**src/rtl/multi_queue_shared_array_top_assert.svh**
```systemverilog
// Assertion macros shared by the queue store RTL.
// Included by the modules that carry concurrent checks; no other dependencies.
`ifndef MULTI_QUEUE_SHARED_ARRAY_TOP_ASSERT_SVH
`define MULTI_QUEUE_SHARED_ARRAY_TOP_ASSERT_SVH

// Same-cycle implication, disabled while reset is high.
`define MQSA_ASSERT_IMP(label, clk, rst, ante, cons, msg) \
   label: assert property (@(posedge clk) disable iff (rst) (ante) |-> (cons)) else $error(msg);

// Next-cycle implication, disabled while reset is high.
`define MQSA_ASSERT_NXT(label, clk, rst, ante, cons, msg) \
   label: assert property (@(posedge clk) disable iff (rst) (ante) |=> (cons)) else $error(msg);

`endif

```
**src/rtl/mqsa_pkg.sv**
```systemverilog
// Shared constants, codes and controller/datapath interface structs
// for the shared-store queue block. No dependencies.
package mqsa_pkg;

   localparam int ARRAY_SIZE_DEF = 64;
   localparam int MAX_QUEUES_DEF = 8;

   localparam int DATA_W      = 32;
   localparam int REQ_W       = 2;
   localparam int QID_W       = 4;
   localparam int CNT_W       = 4;
   localparam int STATUS_W    = 2;
   localparam int REQ_TUSER_W = REQ_W + QID_W;
   localparam int RSP_TUSER_W = STATUS_W + 1;

   localparam int CSR_DATA_W = 32;
   localparam int CSR_ADDR_W = 3;
   localparam logic [CSR_ADDR_W-1:0] ADDR_QUEUE_COUNT = 3'd0;
   localparam logic [CNT_W-1:0] QUEUE_COUNT_RESET = 4'd3;

   typedef enum logic [REQ_W-1:0] {
      REQ_ENQ  = 2'd0,
      REQ_DEQ  = 2'd1,
      REQ_PEEK = 2'd2
   } req_kind_type;

   typedef enum logic [STATUS_W-1:0] {
      ST_OK    = 2'd0,
      ST_OVER  = 2'd1,
      ST_UNDER = 2'd2,
      ST_BADQ  = 2'd3
   } status_type;

   typedef struct packed {
      logic       latch_req;
      logic       part_start;
      logic       part_step;
      logic       rd_q;
      logic       rd_n1;
      logic       rd_n2;
      logic       deq_upd;
      logic       ram_rd_head;
      logic       enq_simple;
      logic       shift_init;
      logic       shift_step;
      logic       borrow_upd1;
      logic       borrow_upd2;
      logic       res_clear;
      logic       res_set;
      status_type res_code;
      logic       cap_data;
      logic       out_load;
   } cmd_type;

   typedef struct packed {
      logic ignored;
      logic bad_q;
      logic is_enq;
      logic empty;
      logic full;
      logic can_borrow;
      logic shift_done;
      logic part_done;
      logic out_free;
   } stat_type;

endpackage

```
**src/rtl/multi_queue_shared_array_top.sv**
```systemverilog
// Top level of the shared-store multi-queue block: register port, controller and datapath.
// Depends on mqsa_pkg, mqsa_ctrl, mqsa_dp and mqsa_ram.
//
//   channel | direction | handshake                  | payload
//   req     | in        | req_tvalid / req_tready    | tdata data_in; tuser req_type, queue_id
//   rsp     | out       | rsp_tvalid / rsp_tready    | tdata data_out; tuser status, data_valid
//   csr     | in        | psel, penable, pwrite      | queue_count at byte address 0
//
// One item is handled at a time. An ignored or bad request goes from the check straight
// to its result; an underflow first reads the queue's bounds; a dequeue or peek that
// returns a word then also reads the word store; an enqueue also reads the next queue's
// bounds, and a borrowing enqueue then shifts the next queue's live words up one slot;
// the shift moves one word per cycle through the word store's single read port.
// After reset and after each write of queue_count, the bounds are rebuilt one queue per
// cycle; no item is accepted until that is done.
// A result left waiting on rsp does not hold off the next acceptance, but that next item
// then waits in its last cycle until the earlier result has been taken.
module multi_queue_shared_array_top #(
   parameter int ARRAY_SIZE = mqsa_pkg::ARRAY_SIZE_DEF,
   parameter int MAX_QUEUES = mqsa_pkg::MAX_QUEUES_DEF
) (
   input  logic                                clock,
   input  logic                                reset,
   input  logic                                req_tvalid,
   output logic                                req_tready,
   input  logic [mqsa_pkg::DATA_W-1:0]         req_tdata,   // [31:0] data_in
   input  logic [mqsa_pkg::REQ_TUSER_W-1:0]    req_tuser,   // [1:0] req_type, [5:2] queue_id
   output logic                                rsp_tvalid,
   input  logic                                rsp_tready,
   output logic [mqsa_pkg::DATA_W-1:0]         rsp_tdata,   // [31:0] data_out
   output logic [mqsa_pkg::RSP_TUSER_W-1:0]    rsp_tuser,   // [1:0] status, [2] data_valid
   input  logic                                csr_psel,
   input  logic                                csr_penable,
   input  logic                                csr_pwrite,
   input  logic [mqsa_pkg::CSR_ADDR_W-1:0]     csr_paddr,
   input  logic [mqsa_pkg::CSR_DATA_W-1:0]     csr_pwdata,
   output logic [mqsa_pkg::CSR_DATA_W-1:0]     csr_prdata,
   output logic                                csr_pready
);
   import mqsa_pkg::*;

   logic [CNT_W-1:0] queue_count_ff, queue_count_in;
   logic             csr_wr, cfg_wr;
   cmd_type          cmd;
   stat_type         stat;

   assign csr_pready = 1'b1;
   assign csr_wr     = csr_psel && csr_penable && csr_pwrite && csr_pready;
   assign cfg_wr     = csr_wr && (csr_paddr == ADDR_QUEUE_COUNT);

   always_comb begin
      queue_count_in = queue_count_ff;
      if (cfg_wr) begin
         queue_count_in = csr_pwdata[CNT_W-1:0];
      end
   end

   always_comb begin
      csr_prdata = '0;
      if (csr_paddr == ADDR_QUEUE_COUNT) begin
         csr_prdata = {{(CSR_DATA_W - CNT_W){1'b0}}, queue_count_ff};
      end
   end

   always_ff @(posedge clock) begin
      if (reset) begin
         queue_count_ff <= QUEUE_COUNT_RESET;
      end else begin
         queue_count_ff <= queue_count_in;
      end
   end

   mqsa_ctrl u_ctrl (
      .clock      (clock),
      .reset      (reset),
      .req_tvalid (req_tvalid),
      .req_tready (req_tready),
      .cfg_wr     (cfg_wr),
      .stat       (stat),
      .cmd        (cmd)
   );

   mqsa_dp #(
      .ARRAY_SIZE (ARRAY_SIZE),
      .MAX_QUEUES (MAX_QUEUES)
   ) u_dp (
      .clock       (clock),
      .reset       (reset),
      .req_tuser   (req_tuser),
      .req_tdata   (req_tdata),
      .rsp_tvalid  (rsp_tvalid),
      .rsp_tready  (rsp_tready),
      .rsp_tdata   (rsp_tdata),
      .rsp_tuser   (rsp_tuser),
      .queue_count (queue_count_ff),
      .cmd         (cmd),
      .stat        (stat)
   );

endmodule

```
**src/rtl/mqsa_ram.sv**
```systemverilog
// Generic simple dual-port RAM: one write port, one read port with registered data.
// Depends on mqsa_pkg for its default sizes; used for the shared word store.
module mqsa_ram #(
   parameter int WIDTH = mqsa_pkg::DATA_W,
   parameter int DEPTH = mqsa_pkg::ARRAY_SIZE_DEF
) (
   input  logic                     clock,
   input  logic                     wr_en,
   input  logic [$clog2(DEPTH)-1:0] wr_addr,
   input  logic [WIDTH-1:0]         wr_data,
   input  logic                     rd_en,
   input  logic [$clog2(DEPTH)-1:0] rd_addr,
   output logic [WIDTH-1:0]         rd_data
);

   logic [WIDTH-1:0] mem_ff [DEPTH];
   logic [WIDTH-1:0] rd_data_ff;

   always_ff @(posedge clock) begin
      if (wr_en) begin
         mem_ff[wr_addr] <= wr_data;
      end
      if (rd_en) begin
         rd_data_ff <= mem_ff[rd_addr];
      end
   end

   assign rd_data = rd_data_ff;

endmodule

```
**src/rtl/mqsa_ctrl.sv**
```systemverilog
// Sequencing state machine for the shared-store queue block.
// Depends on mqsa_pkg for the command and status structs.
module mqsa_ctrl (
   input  logic               clock,
   input  logic               reset,
   input  logic               req_tvalid,
   output logic               req_tready,
   input  logic               cfg_wr,
   input  mqsa_pkg::stat_type stat,
   output mqsa_pkg::cmd_type  cmd
);
   import mqsa_pkg::*;

`include "multi_queue_shared_array_top_assert.svh"

   typedef enum logic [12:0] {
      S_PART_INIT = 13'b0000000000001,
      S_PART      = 13'b0000000000010,
      S_IDLE      = 13'b0000000000100,
      S_CHK       = 13'b0000000001000,
      S_DEQ       = 13'b0000000010000,
      S_RDW       = 13'b0000000100000,
      S_RD1       = 13'b0000001000000,
      S_RD2       = 13'b0000010000000,
      S_ENQ       = 13'b0000100000000,
      S_SHIFT     = 13'b0001000000000,
      S_UPD1      = 13'b0010000000000,
      S_UPD2      = 13'b0100000000000,
      S_FIN       = 13'b1000000000000
   } state_type;

   state_type state_ff, state_in;

   assign req_tready = (state_ff == S_IDLE);

   always_comb begin
      cmd      = '0;
      state_in = state_ff;
      unique case (state_ff)
         S_PART_INIT: begin
            cmd.part_start = 1'b1;
            state_in       = S_PART;
         end
         S_PART: begin
            cmd.part_step = 1'b1;
            if (stat.part_done) begin
               state_in = S_IDLE;
            end
         end
         S_IDLE: begin
            if (req_tvalid) begin
               cmd.latch_req = 1'b1;
               state_in      = S_CHK;
            end
         end
         S_CHK: begin
            cmd.res_clear = 1'b1;
            if (stat.ignored) begin
               state_in = S_FIN;
            end else if (stat.bad_q) begin
               cmd.res_set  = 1'b1;
               cmd.res_code = ST_BADQ;
               state_in     = S_FIN;
            end else begin
               cmd.rd_q = 1'b1;
               state_in = stat.is_enq ? S_RD1 : S_DEQ;
            end
         end
         S_DEQ: begin
            if (stat.empty) begin
               cmd.res_set  = 1'b1;
               cmd.res_code = ST_UNDER;
               state_in     = S_FIN;
            end else begin
               cmd.ram_rd_head = 1'b1;
               cmd.deq_upd     = 1'b1;
               state_in        = S_RDW;
            end
         end
         S_RDW: begin
            cmd.cap_data = 1'b1;
            state_in     = S_FIN;
         end
         S_RD1: begin
            cmd.rd_n1 = 1'b1;
            state_in  = S_RD2;
         end
         S_RD2: begin
            cmd.rd_n2 = 1'b1;
            state_in  = S_ENQ;
         end
         S_ENQ: begin
            if (!stat.full) begin
               cmd.enq_simple = 1'b1;
               state_in       = S_FIN;
            end else if (stat.can_borrow) begin
               cmd.shift_init = 1'b1;
               state_in       = S_SHIFT;
            end else begin
               cmd.res_set  = 1'b1;
               cmd.res_code = ST_OVER;
               state_in     = S_FIN;
            end
         end
         S_SHIFT: begin
            cmd.shift_step = 1'b1;
            if (stat.shift_done) begin
               state_in = S_UPD1;
            end
         end
         S_UPD1: begin
            cmd.borrow_upd1 = 1'b1;
            state_in        = S_UPD2;
         end
         S_UPD2: begin
            cmd.borrow_upd2 = 1'b1;
            state_in        = S_FIN;
         end
         S_FIN: begin
            if (stat.out_free) begin
               cmd.out_load = 1'b1;
               state_in     = S_IDLE;
            end
         end
         default: begin
            state_in = S_PART_INIT;
         end
      endcase
      // A write of queue_count re-partitions the store from scratch.
      if (cfg_wr) begin
         state_in = S_PART_INIT;
      end
   end

   always_ff @(posedge clock) begin
      if (reset) begin
         state_ff <= S_PART_INIT;
      end else begin
         state_ff <= state_in;
      end
   end

   `MQSA_ASSERT_NXT(a_cfg_repartitions, clock, reset, cfg_wr, state_ff == S_PART_INIT, "register write did not restart partitioning")

endmodule

```
**src/rtl/mqsa_dp.sv**
```systemverilog
// Datapath of the shared-store queue block: queue bounds, partition sweep,
// shift engine, word store and result registers. Depends on mqsa_pkg and mqsa_ram.
module mqsa_dp #(
   parameter int ARRAY_SIZE = mqsa_pkg::ARRAY_SIZE_DEF,
   parameter int MAX_QUEUES = mqsa_pkg::MAX_QUEUES_DEF
) (
   input  logic                                clock,
   input  logic                                reset,
   input  logic [mqsa_pkg::REQ_TUSER_W-1:0]    req_tuser,
   input  logic [mqsa_pkg::DATA_W-1:0]         req_tdata,
   output logic                                rsp_tvalid,
   input  logic                                rsp_tready,
   output logic [mqsa_pkg::DATA_W-1:0]         rsp_tdata,
   output logic [mqsa_pkg::RSP_TUSER_W-1:0]    rsp_tuser,
   input  logic [mqsa_pkg::CNT_W-1:0]          queue_count,
   input  mqsa_pkg::cmd_type                   cmd,
   output mqsa_pkg::stat_type                  stat
);
   import mqsa_pkg::*;

`include "multi_queue_shared_array_top_assert.svh"

   localparam int LIM = (MAX_QUEUES < ARRAY_SIZE) ? MAX_QUEUES : ARRAY_SIZE;
   localparam int KW  = $clog2(LIM + 1);
   localparam int IW  = $clog2(ARRAY_SIZE + 1) + 1;
   localparam int AW  = $clog2(ARRAY_SIZE);
   localparam int XW  = $clog2(MAX_QUEUES + 1);

   function automatic logic [XW-1:0] clamp_idx(input int v);
      logic [XW-1:0] r;
      if (v < 0) begin
         r = '0;
      end else if (v > MAX_QUEUES) begin
         r = XW'(MAX_QUEUES);
      end else begin
         r = XW'(v);
      end
      return r;
   endfunction

   // Segment length for every possible queue count.
   logic signed [IW-1:0] seg_tab [LIM];
   for (genvar g = 0; g < LIM; g++) begin : g_seg
      localparam int SEG = ARRAY_SIZE / (g + 1);
      assign seg_tab[g] = IW'(SEG);
   end

   // Per-queue bounds; entry j describes queue j+1, boundary entry j is boundary[j+1].
   logic signed [IW-1:0] head_ff [MAX_QUEUES+1];
   logic signed [IW-1:0] tail_ff [MAX_QUEUES+1];
   logic signed [IW-1:0] bnd_ff  [MAX_QUEUES+1];

   logic [REQ_W-1:0]     req_ff, req_in;
   logic [QID_W-1:0]     qid_ff, qid_in;
   logic [DATA_W-1:0]    din_ff, din_in;
   logic [KW-1:0]        kq_ff, kq_in, kq_new;
   logic signed [IW-1:0] seg_ff, seg_in, seg_sel;
   logic signed [IW-1:0] start_ff, start_in;
   logic [XW-1:0]        pidx_ff, pidx_in;
   logic signed [IW-1:0] hq_ff, hq_in, tq_ff, tq_in;
   logic signed [IW-1:0] bn1_ff, bn1_in, tn1_ff, tn1_in, hn1_ff, hn1_in;
   logic signed [IW-1:0] bn2_ff, bn2_in;
   logic signed [IW-1:0] ptr_ff, ptr_in, ptr_inc, tq_inc;
   logic                 wr_pend_ff, wr_pend_in;
   logic [AW-1:0]        wr_addr_ff, wr_addr_in;
   status_type           res_status_ff, res_status_in;
   logic [DATA_W-1:0]    res_data_ff, res_data_in;
   logic                 res_dv_ff, res_dv_in;
   logic                 rsp_valid_ff, rsp_valid_in;
   status_type           rsp_status_ff, rsp_status_in;
   logic [DATA_W-1:0]    rsp_data_ff, rsp_data_in;
   logic                 rsp_dv_ff, rsp_dv_in;

   logic [XW-1:0]        qm1_idx, q0_idx, qp1_idx, rd_idx;
   logic                 ctx_we, head_we, tail_we, bnd_we;
   logic [XW-1:0]        ctx_idx;
   logic signed [IW-1:0] head_wd, tail_wd, bnd_wd;
   logic                 shift_rd;

   logic                 ram_we, ram_re;
   logic [AW-1:0]        ram_waddr, ram_raddr;
   logic [DATA_W-1:0]    ram_wdata, ram_rdata;

   always_comb begin
      int qc;
      qc = int'(queue_count);
      if (qc < 1) begin
         kq_new = KW'(1);
      end else if (qc > LIM) begin
         kq_new = KW'(LIM);
      end else begin
         kq_new = KW'(qc);
      end
      seg_sel = IW'(ARRAY_SIZE);
      for (int g = 0; g < LIM; g++) begin
         if (int'(kq_new) == g + 1) begin
            seg_sel = seg_tab[g];
         end
      end
   end

   assign qm1_idx = clamp_idx(int'(qid_ff) - 1);
   assign q0_idx  = clamp_idx(int'(qid_ff));
   assign qp1_idx = clamp_idx(int'(qid_ff) + 1);
   assign rd_idx  = cmd.rd_n2 ? qp1_idx : (cmd.rd_n1 ? q0_idx : qm1_idx);

   assign tq_inc  = tq_ff + IW'(1);
   assign ptr_inc = ptr_ff + IW'(1);

   always_comb begin
      stat.ignored    = !((req_ff == REQ_ENQ) || (req_ff == REQ_DEQ) || (req_ff == REQ_PEEK));
      stat.bad_q      = (qid_ff == '0) || (int'(qid_ff) > int'(kq_ff));
      stat.is_enq     = (req_ff == REQ_ENQ);
      stat.empty      = (tq_ff < hq_ff);
      stat.full       = (tq_ff == bn1_ff);
      stat.can_borrow = (int'(qid_ff) != int'(kq_ff)) && (tn1_ff != bn2_ff);
      stat.shift_done = (ptr_ff < hn1_ff);
      stat.part_done  = (int'(pidx_ff) == int'(kq_ff));
      stat.out_free   = !rsp_valid_ff || rsp_tready;
   end

   assign shift_rd = cmd.shift_step && !stat.shift_done;

   always_comb begin
      req_in        = req_ff;
      qid_in        = qid_ff;
      din_in        = din_ff;
      kq_in         = kq_ff;
      seg_in        = seg_ff;
      start_in      = start_ff;
      pidx_in       = pidx_ff;
      hq_in         = hq_ff;
      tq_in         = tq_ff;
      bn1_in        = bn1_ff;
      tn1_in        = tn1_ff;
      hn1_in        = hn1_ff;
      bn2_in        = bn2_ff;
      ptr_in        = ptr_ff;
      wr_pend_in    = shift_rd;
      wr_addr_in    = ptr_inc[AW-1:0];
      res_status_in = res_status_ff;
      res_data_in   = res_data_ff;
      res_dv_in     = res_dv_ff;
      ctx_we        = 1'b0;
      head_we       = 1'b0;
      tail_we       = 1'b0;
      bnd_we        = 1'b0;
      ctx_idx       = qm1_idx;
      head_wd       = hq_ff;
      tail_wd       = tq_inc;
      bnd_wd        = bn1_ff;

      if (cmd.latch_req) begin
         req_in = req_tuser[REQ_W-1:0];
         qid_in = req_tuser[REQ_W +: QID_W];
         din_in = req_tdata;
      end

      if (cmd.part_start) begin
         kq_in    = kq_new;
         seg_in   = seg_sel;
         start_in = -IW'(1);
         pidx_in  = '0;
      end

      // One queue per cycle; the final step closes the store at its top word.
      if (cmd.part_step) begin
         ctx_we  = 1'b1;
         ctx_idx = pidx_ff;
         bnd_we  = 1'b1;
         if (int'(pidx_ff) < int'(kq_ff)) begin
            head_we  = 1'b1;
            tail_we  = 1'b1;
            head_wd  = start_ff + IW'(1);
            tail_wd  = start_ff;
            bnd_wd   = start_ff;
            start_in = start_ff + seg_ff;
            pidx_in  = pidx_ff + XW'(1);
         end else begin
            bnd_wd = IW'(ARRAY_SIZE - 1);
         end
      end

      if (cmd.rd_q) begin
         hq_in = head_ff[rd_idx];
         tq_in = tail_ff[rd_idx];
      end
      if (cmd.rd_n1) begin
         bn1_in = bnd_ff[rd_idx];
         tn1_in = tail_ff[rd_idx];
         hn1_in = head_ff[rd_idx];
      end
      if (cmd.rd_n2) begin
         bn2_in = bnd_ff[rd_idx];
      end

      if (cmd.deq_upd && (req_ff == REQ_DEQ)) begin
         ctx_we  = 1'b1;
         head_we = 1'b1;
         head_wd = hq_ff + IW'(1);
      end

      if (cmd.enq_simple || cmd.borrow_upd2) begin
         ctx_we  = 1'b1;
         tail_we = 1'b1;
         tail_wd = tq_inc;
      end

      // The neighbour queue has moved up by one word, bounds and all.
      if (cmd.borrow_upd1) begin
         ctx_we  = 1'b1;
         ctx_idx = q0_idx;
         head_we = 1'b1;
         tail_we = 1'b1;
         bnd_we  = 1'b1;
         head_wd = hn1_ff + IW'(1);
         tail_wd = tn1_ff + IW'(1);
         bnd_wd  = bn1_ff + IW'(1);
      end

      if (cmd.shift_init) begin
         ptr_in = tn1_ff;
      end
      if (shift_rd) begin
         ptr_in = ptr_ff - IW'(1);
      end

      if (cmd.res_clear) begin
         res_status_in = ST_OK;
         res_data_in   = '0;
         res_dv_in     = 1'b0;
      end
      if (cmd.res_set) begin
         res_status_in = cmd.res_code;
      end
      if (cmd.cap_data) begin
         res_data_in = ram_rdata;
         res_dv_in   = 1'b1;
      end
   end

   always_comb begin
      rsp_valid_in  = rsp_valid_ff && !rsp_tready;
      rsp_status_in = rsp_status_ff;
      rsp_data_in   = rsp_data_ff;
      rsp_dv_in     = rsp_dv_ff;
      if (cmd.out_load) begin
         rsp_valid_in  = 1'b1;
         rsp_status_in = res_status_ff;
         rsp_data_in   = res_data_ff;
         rsp_dv_in     = res_dv_ff;
      end
   end

   // The shift writes each word one slot up in the cycle after it was read.
   always_comb begin
      ram_re    = shift_rd || cmd.ram_rd_head;
      ram_raddr = cmd.ram_rd_head ? hq_ff[AW-1:0] : ptr_ff[AW-1:0];
      ram_we    = wr_pend_ff || cmd.enq_simple || cmd.borrow_upd1;
      ram_waddr = wr_pend_ff ? wr_addr_ff : tq_inc[AW-1:0];
      ram_wdata = wr_pend_ff ? ram_rdata : din_ff;
   end

   mqsa_ram #(
      .WIDTH (DATA_W),
      .DEPTH (ARRAY_SIZE)
   ) u_ram (
      .clock   (clock),
      .wr_en   (ram_we),
      .wr_addr (ram_waddr),
      .wr_data (ram_wdata),
      .rd_en   (ram_re),
      .rd_addr (ram_raddr),
      .rd_data (ram_rdata)
   );

   always_ff @(posedge clock) begin
      if (ctx_we) begin
         if (head_we) begin
            head_ff[ctx_idx] <= head_wd;
         end
         if (tail_we) begin
            tail_ff[ctx_idx] <= tail_wd;
         end
         if (bnd_we) begin
            bnd_ff[ctx_idx] <= bnd_wd;
         end
      end
   end

   always_ff @(posedge clock) begin
      if (reset) begin
         wr_pend_ff   <= 1'b0;
         rsp_valid_ff <= 1'b0;
         pidx_ff      <= '0;
      end else begin
         wr_pend_ff   <= wr_pend_in;
         rsp_valid_ff <= rsp_valid_in;
         pidx_ff      <= pidx_in;
      end
   end

   always_ff @(posedge clock) begin
      req_ff        <= req_in;
      qid_ff        <= qid_in;
      din_ff        <= din_in;
      kq_ff         <= kq_in;
      seg_ff        <= seg_in;
      start_ff      <= start_in;
      hq_ff         <= hq_in;
      tq_ff         <= tq_in;
      bn1_ff        <= bn1_in;
      tn1_ff        <= tn1_in;
      hn1_ff        <= hn1_in;
      bn2_ff        <= bn2_in;
      ptr_ff        <= ptr_in;
      wr_addr_ff    <= wr_addr_in;
      res_status_ff <= res_status_in;
      res_data_ff   <= res_data_in;
      res_dv_ff     <= res_dv_in;
      rsp_status_ff <= rsp_status_in;
      rsp_data_ff   <= rsp_data_in;
      rsp_dv_ff     <= rsp_dv_in;
   end

   assign rsp_tvalid = rsp_valid_ff;
   assign rsp_tdata  = rsp_data_ff;
   assign rsp_tuser  = {rsp_dv_ff, rsp_status_ff};

   `MQSA_ASSERT_IMP(a_load_needs_room, clock, reset, cmd.out_load, stat.out_free, "result loaded over an untaken item")
   `MQSA_ASSERT_IMP(a_shift_in_bounds, clock, reset, shift_rd, ptr_ff < bn2_ff, "shift would write past the neighbour queue")
   `MQSA_ASSERT_IMP(a_simple_not_full, clock, reset, cmd.enq_simple, tq_ff != bn1_ff, "plain enqueue into a full segment")

endmodule

```
**config.mk**
```make
export PLATFORM = sky130hd
export DESIGN_NAME = multi_queue_shared_array_top
export DESIGN_NICKNAME = d
export VERILOG_FILES = /design/src/rtl/mqsa_pkg.sv /design/src/rtl/multi_queue_shared_array_top.sv /design/src/rtl/mqsa_ram.sv /design/src/rtl/mqsa_ctrl.sv /design/src/rtl/mqsa_dp.sv
export VERILOG_INCLUDE_DIRS = /design/src /design/src/rtl
export SDC_FILE = /design/constraint.sdc
export NUM_CORES = 2
export LEC_CHECK = 0
export BUFFER_PORTS_ARGS = -buffer_cell sky130_fd_sc_hd__buf_2
export CORE_MARGIN = 3
export CORE_UTILIZATION = 45
export CTS_BUF_LIST = sky130_fd_sc_hd__clkbuf_16
export DETAILED_ROUTE_END_ITERATION = 10
export HOLD_SLACK_MARGIN = 0.02
export SLEW_MARGIN = 5
export SYNTH_ARGS = -nofsm -noshare
export SYNTH_HDL_FRONTEND = slang
export SYNTH_SLANG_ARGS = --single-unit
```
**constraint.sdc**
```tcl
create_clock -name clock -period 13 [get_ports clock]
set_clock_uncertainty 0.15 [all_clocks]
set_input_delay 0.65 -clock clock [delete_from_list [all_inputs] [get_ports clock]]
set_output_delay 0.65 -clock clock [all_outputs]
set_load 0.02 [all_outputs]
```
==> impl_results.md <==
* Status: completed
* Reg power frac at 53.1%
* Setup TNS at 0 ns
* Estimated wirelength of the detail-placed design at 161000 um
* CTS Buffer Depth at 4
* Total Routed Length at 308000 um
* Synth cell types at 78
* Global-route wire length before repair at 438000 um
* CP required at 13.48 ns
* NumNets Final at 7000
* Pre-antenna DRT Iters at 7
* Core area at 0.223 mm^2
* Vias in the first global route at 61.2k
* Power per cell area at 145 mW/mm^2
* Antenna Violating Nets Remaining at 0
* Count of final hold-check violations at 0
* Placer Congestion at 0.869
* Internal power at 0.0134 W
* Fin crit share at 52.8%
* Yosys warnings at 0
* Die Ht at 480 um
* Initial antenna violation count at 21
* DIE WIDTH at 480 um
* Synth Instances at 6781
* Area grow syn2layout at 13.4%
* Largest family of logic cells by synthesized area: compound AO/OA/AOI/OAI gates
* Setup crit end: u_dp.u_ram.rd_data[14]
* Buffers added on ports at 92
* Min Tclk post-route at 6.86 ns
* CTS root buf: clkbuf_16
* Reg2reg path depth at 14
* Worst flop-to-flop path startpoint: u_dp.hq_ff[2]
* Post-cts gate resize count at 0
* Final setup vio count at 0
* GRT Total Usage at 26.1%
* Hold/Removal Path Class: in2reg
* Adder-cell area share of the yosys netlist at 0.540%
* Multiplexer area fraction after synthesis at 4.72%
* Peak VDD IR at 0.0929 mV
* Worst-Margin Slew at 1.38 ns
* Compound-Gate Fraction of Synth Area at 10.9%
* Seq/Total Area, Yosys at 74.1%
* Crit Path Class: reg2reg
* WP data arrival at 7.35 ns
* CTS tree: yes
* Crit path from: u_dp.hq_ff[2]
* CP Max Fanout at 54
* Crit. End Element: flip-flop
* Fin worst setup slack at 6.14 ns
* Clock power frac at 45.6%
* Largest net degree at the start of global routing at 164
* Num ports at 150
* Die ar. at 0.230 mm^2
* Fill cells at 18.2k
* Initial detailed-routing violation count at 8949
* Hold_buf cts at 48
* Avg Cell Area, Syn at 14.9 um^2
* Xor and xnor fraction of the mapped netlist area at 0.511%
* Grt total ovfl at 0
* Initial Utilization at 45.4%
* Reg2reg end: u_dp.u_ram.rd_data[14]
* Switching share of power at 19.7%
* Worst slack, placed at 6.11 ns
* Vias at 63.6k
* Final Max Slew Viols at 0
* Syn Std Cell Area at 0.101 mm^2
* Max-slew headroom at 7.30%
* NetSw at 0.00327 W
* Comb pwr share at 1.4%
* Total CTS buffers at 280
* Pleak at 37.3 nW
* Max-cap viol count at 0
* H-tree Lvls at 5
* Post-synth EDFFs at 2470
* Fraction of layout cells with a size suffix above 1 at 14.3%
* Post-synth top flop: edfxtp_1
* Fmax at 0.146 GHz
* Worst-Skew Late Latency at 0.91 ns
* Setup Buffers After CTS at 0
* Vias per cell at 6.33
* Cell Rows at 173
* Residual DRC count at 0
* RSZ-0062 raised after global routing: no
* Wirelength per Cell at 30.7 um
* CTS sink count at 2508
* Simple-Gate Fraction of Synth Area at 6.92%
* Reg clk slew, reported paths at 0.06 ns
* CP startpoint kind: flip-flop
* Async SR Flop Fraction at 0%
* #FFs+latches synth at 2508
* R2R setup slack at 6.14 ns
==> sequential cells by signal, indices dropped and copies added, names as in the netlist, 6 cells and up <==
signal,cells
u_dp.hn1_ff,8
u_dp.bn1_ff,8
u_dp.u_ram.rd_data,32
u_dp.din_ff,32
u_dp.u_ram.mem_ff,2048
u_dp.res_data_ff,32
u_dp.wr_addr_ff,6
u_dp.bnd_ff,72
u_dp.seg_ff,7
u_dp.tn1_ff,8
u_dp.bn2_ff,8
u_ctrl.state_ff,13
u_dp.head_ff,72
u_dp.hq_ff,8
u_dp.ptr_ff,8
u_dp.tq_ff,8
u_dp.rsp_tdata,32
u_dp.tail_ff,72
u_dp.start_ff,8
==> synth_stat cells, types with 42 or more instances <==
cell	count	area, um^2
clkbuf_1	403	1510
buf_2	45	225
o22ai_1	152	951
nor2_1	187	702
a211oi_1	201	1510
inv_1	42	158
o21ai_0	572	2860
a2111oi_0	116	1020
a311o_1	84	841
buf_1	44	165
edfxtp_1	2470	74200
ha_1	42	526
nand3_1	457	2290
a21oi_1	462	2310
nand2_1	321	1200
mux2i_1	174	1740
and3_1	209	1310
mux2_2	250	2820
==> worst min path at each step <==
stage	depth (start not counted)	start	slack, ns	end
after floorplan	0	u_dp.res_status_ff[0]	0.25	u_dp.rsp_status_ff[0]
after global placement	0	u_dp.res_data_ff[9]	0.26	u_dp.rsp_tdata[9]
after detailed placement	0	u_dp.res_data_ff[6]	0.25	u_dp.rsp_tdata[6]
after CTS	4	csr_penable	0.12	queue_count_ff[0]
after global routing	4	csr_penable	0.17	queue_count_ff[0]
final	4	csr_penable	0.17	queue_count_ff[0]
==> through the flow <==
stage	total power, W	cell area, um^2	hold WS, ns	util [%]	instances
after CTS	0.0167	115000	0.123	51.5	10045
after global placement	0.00920	105000	0.256	47.3	9522
after detailed placement	0.00921	105000	0.255	47.3	9522
after global routing	0.0171	115000	0.173	51.5	10047
final	0.0166	115000	0.173	51.5	10048
after floorplan	0.00914	101000	0.250	-	6808
==> layer usage <==
layer	vias to the layer above	global-route usage, %	routed length (um)
met5	-	0	59
met4	10	8.62	10300
met3	626	5.43	31600
met1	32545	36.9	125000
li1	26926	-	-
met2	3532	40.6	141000
==> power by group through the flow <==
| stage | clock [W] | combinational [W] | sequential (W) |
|---|---|---|---|
| detailed placement | 0 | 0.000214 | 0.00899 |
| global placement | 0 | 0.000209 | 0.00899 |
| CTS | 0.00765 | 0.000226 | 0.00882 |
| global route | 0.00799 | 0.000251 | 0.00882 |
| finish | 0.00757 | 0.000228 | 0.00882 |
| floorplan | 0 | 0.000153 | 0.00898 |
==> final cells by class <==
cell class / instances / area (um^2) / area share (%)
Antenna cell: 3 / 7.51 / 0.00655
Clock buffer: 287 / 7180 / 6.27
Clock inverter: 188 / 1490 / 1.30
Inverter: 43 / 161 / 0.141
Multi-Input combinational cell: 3731 / 24800 / 21.6
Sequential cell: 2508 / 74900 / 65.4
Tap cell: 2975 / 3720 / 3.25
Timing Repair Buffer: 313 / 2380 / 2.07
==> logic make-up (layout without fill, tap and decap cells) <==
logic type | Yosys count | after routing
and+or+nand+nor | 1400 | 1400
DFF | 2508 | 2508
buffers and inverters | 569 | 831
xor gates and xnor gates | 59 | 59
AOI/OAI and AO/OA | 1757 | 1757
muxes | 443 | 443
adders and majority gates | 43 | 43
other | 2 | 32
==> worst max-delay path, stage by stage (launching register included) <==
cell      delay (ns)
edfxtp_1        0.54
inv_1           0.20
ha_1            0.34
a211o_1         0.12
a31oi_1         0.06
o41ai_2         0.22
buf_4           0.30
nand3_4         0.55
nand2_4         0.86
and2_4          0.54
buf_4           0.75
buf_4           0.75
a221o_1         0.29
o22ai_1         0.13
or4_1           0.61
==> cell usage in the layout, fill, tap and decap left out, drive strengths merged, types with 20 or more instances in the layout <==
| cell | instances |
|---|---|
| mux2 | 269 |
| clkinv | 103 |
| a2111oi | 116 |
| a211o | 27 |
| a311o | 84 |
| nor2b | 21 |
| a211oi | 201 |
| dfxtp | 38 |
| o22ai | 152 |
| o21ai | 574 |
| mux2i | 174 |
| and2 | 41 |
| and3 | 209 |
| ha | 42 |
| nand4 | 21 |
| a221o | 27 |
| a21oi | 462 |
| bufinv | 25 |
| nor3 | 33 |
| buf | 265 |
| or4 | 30 |
| edfxtp | 2470 |
| nand3 | 459 |
| xnor2 | 33 |
| clkbuf | 287 |
| xor2 | 26 |
| nand2 | 321 |
| nand2b | 26 |
| dlygate4sd3 | 48 |
| conb | 29 |
| inv | 97 |
| o41ai | 20 |
| nor2 | 189 |
No activity file was read; power rests on OpenSTA's default activity.
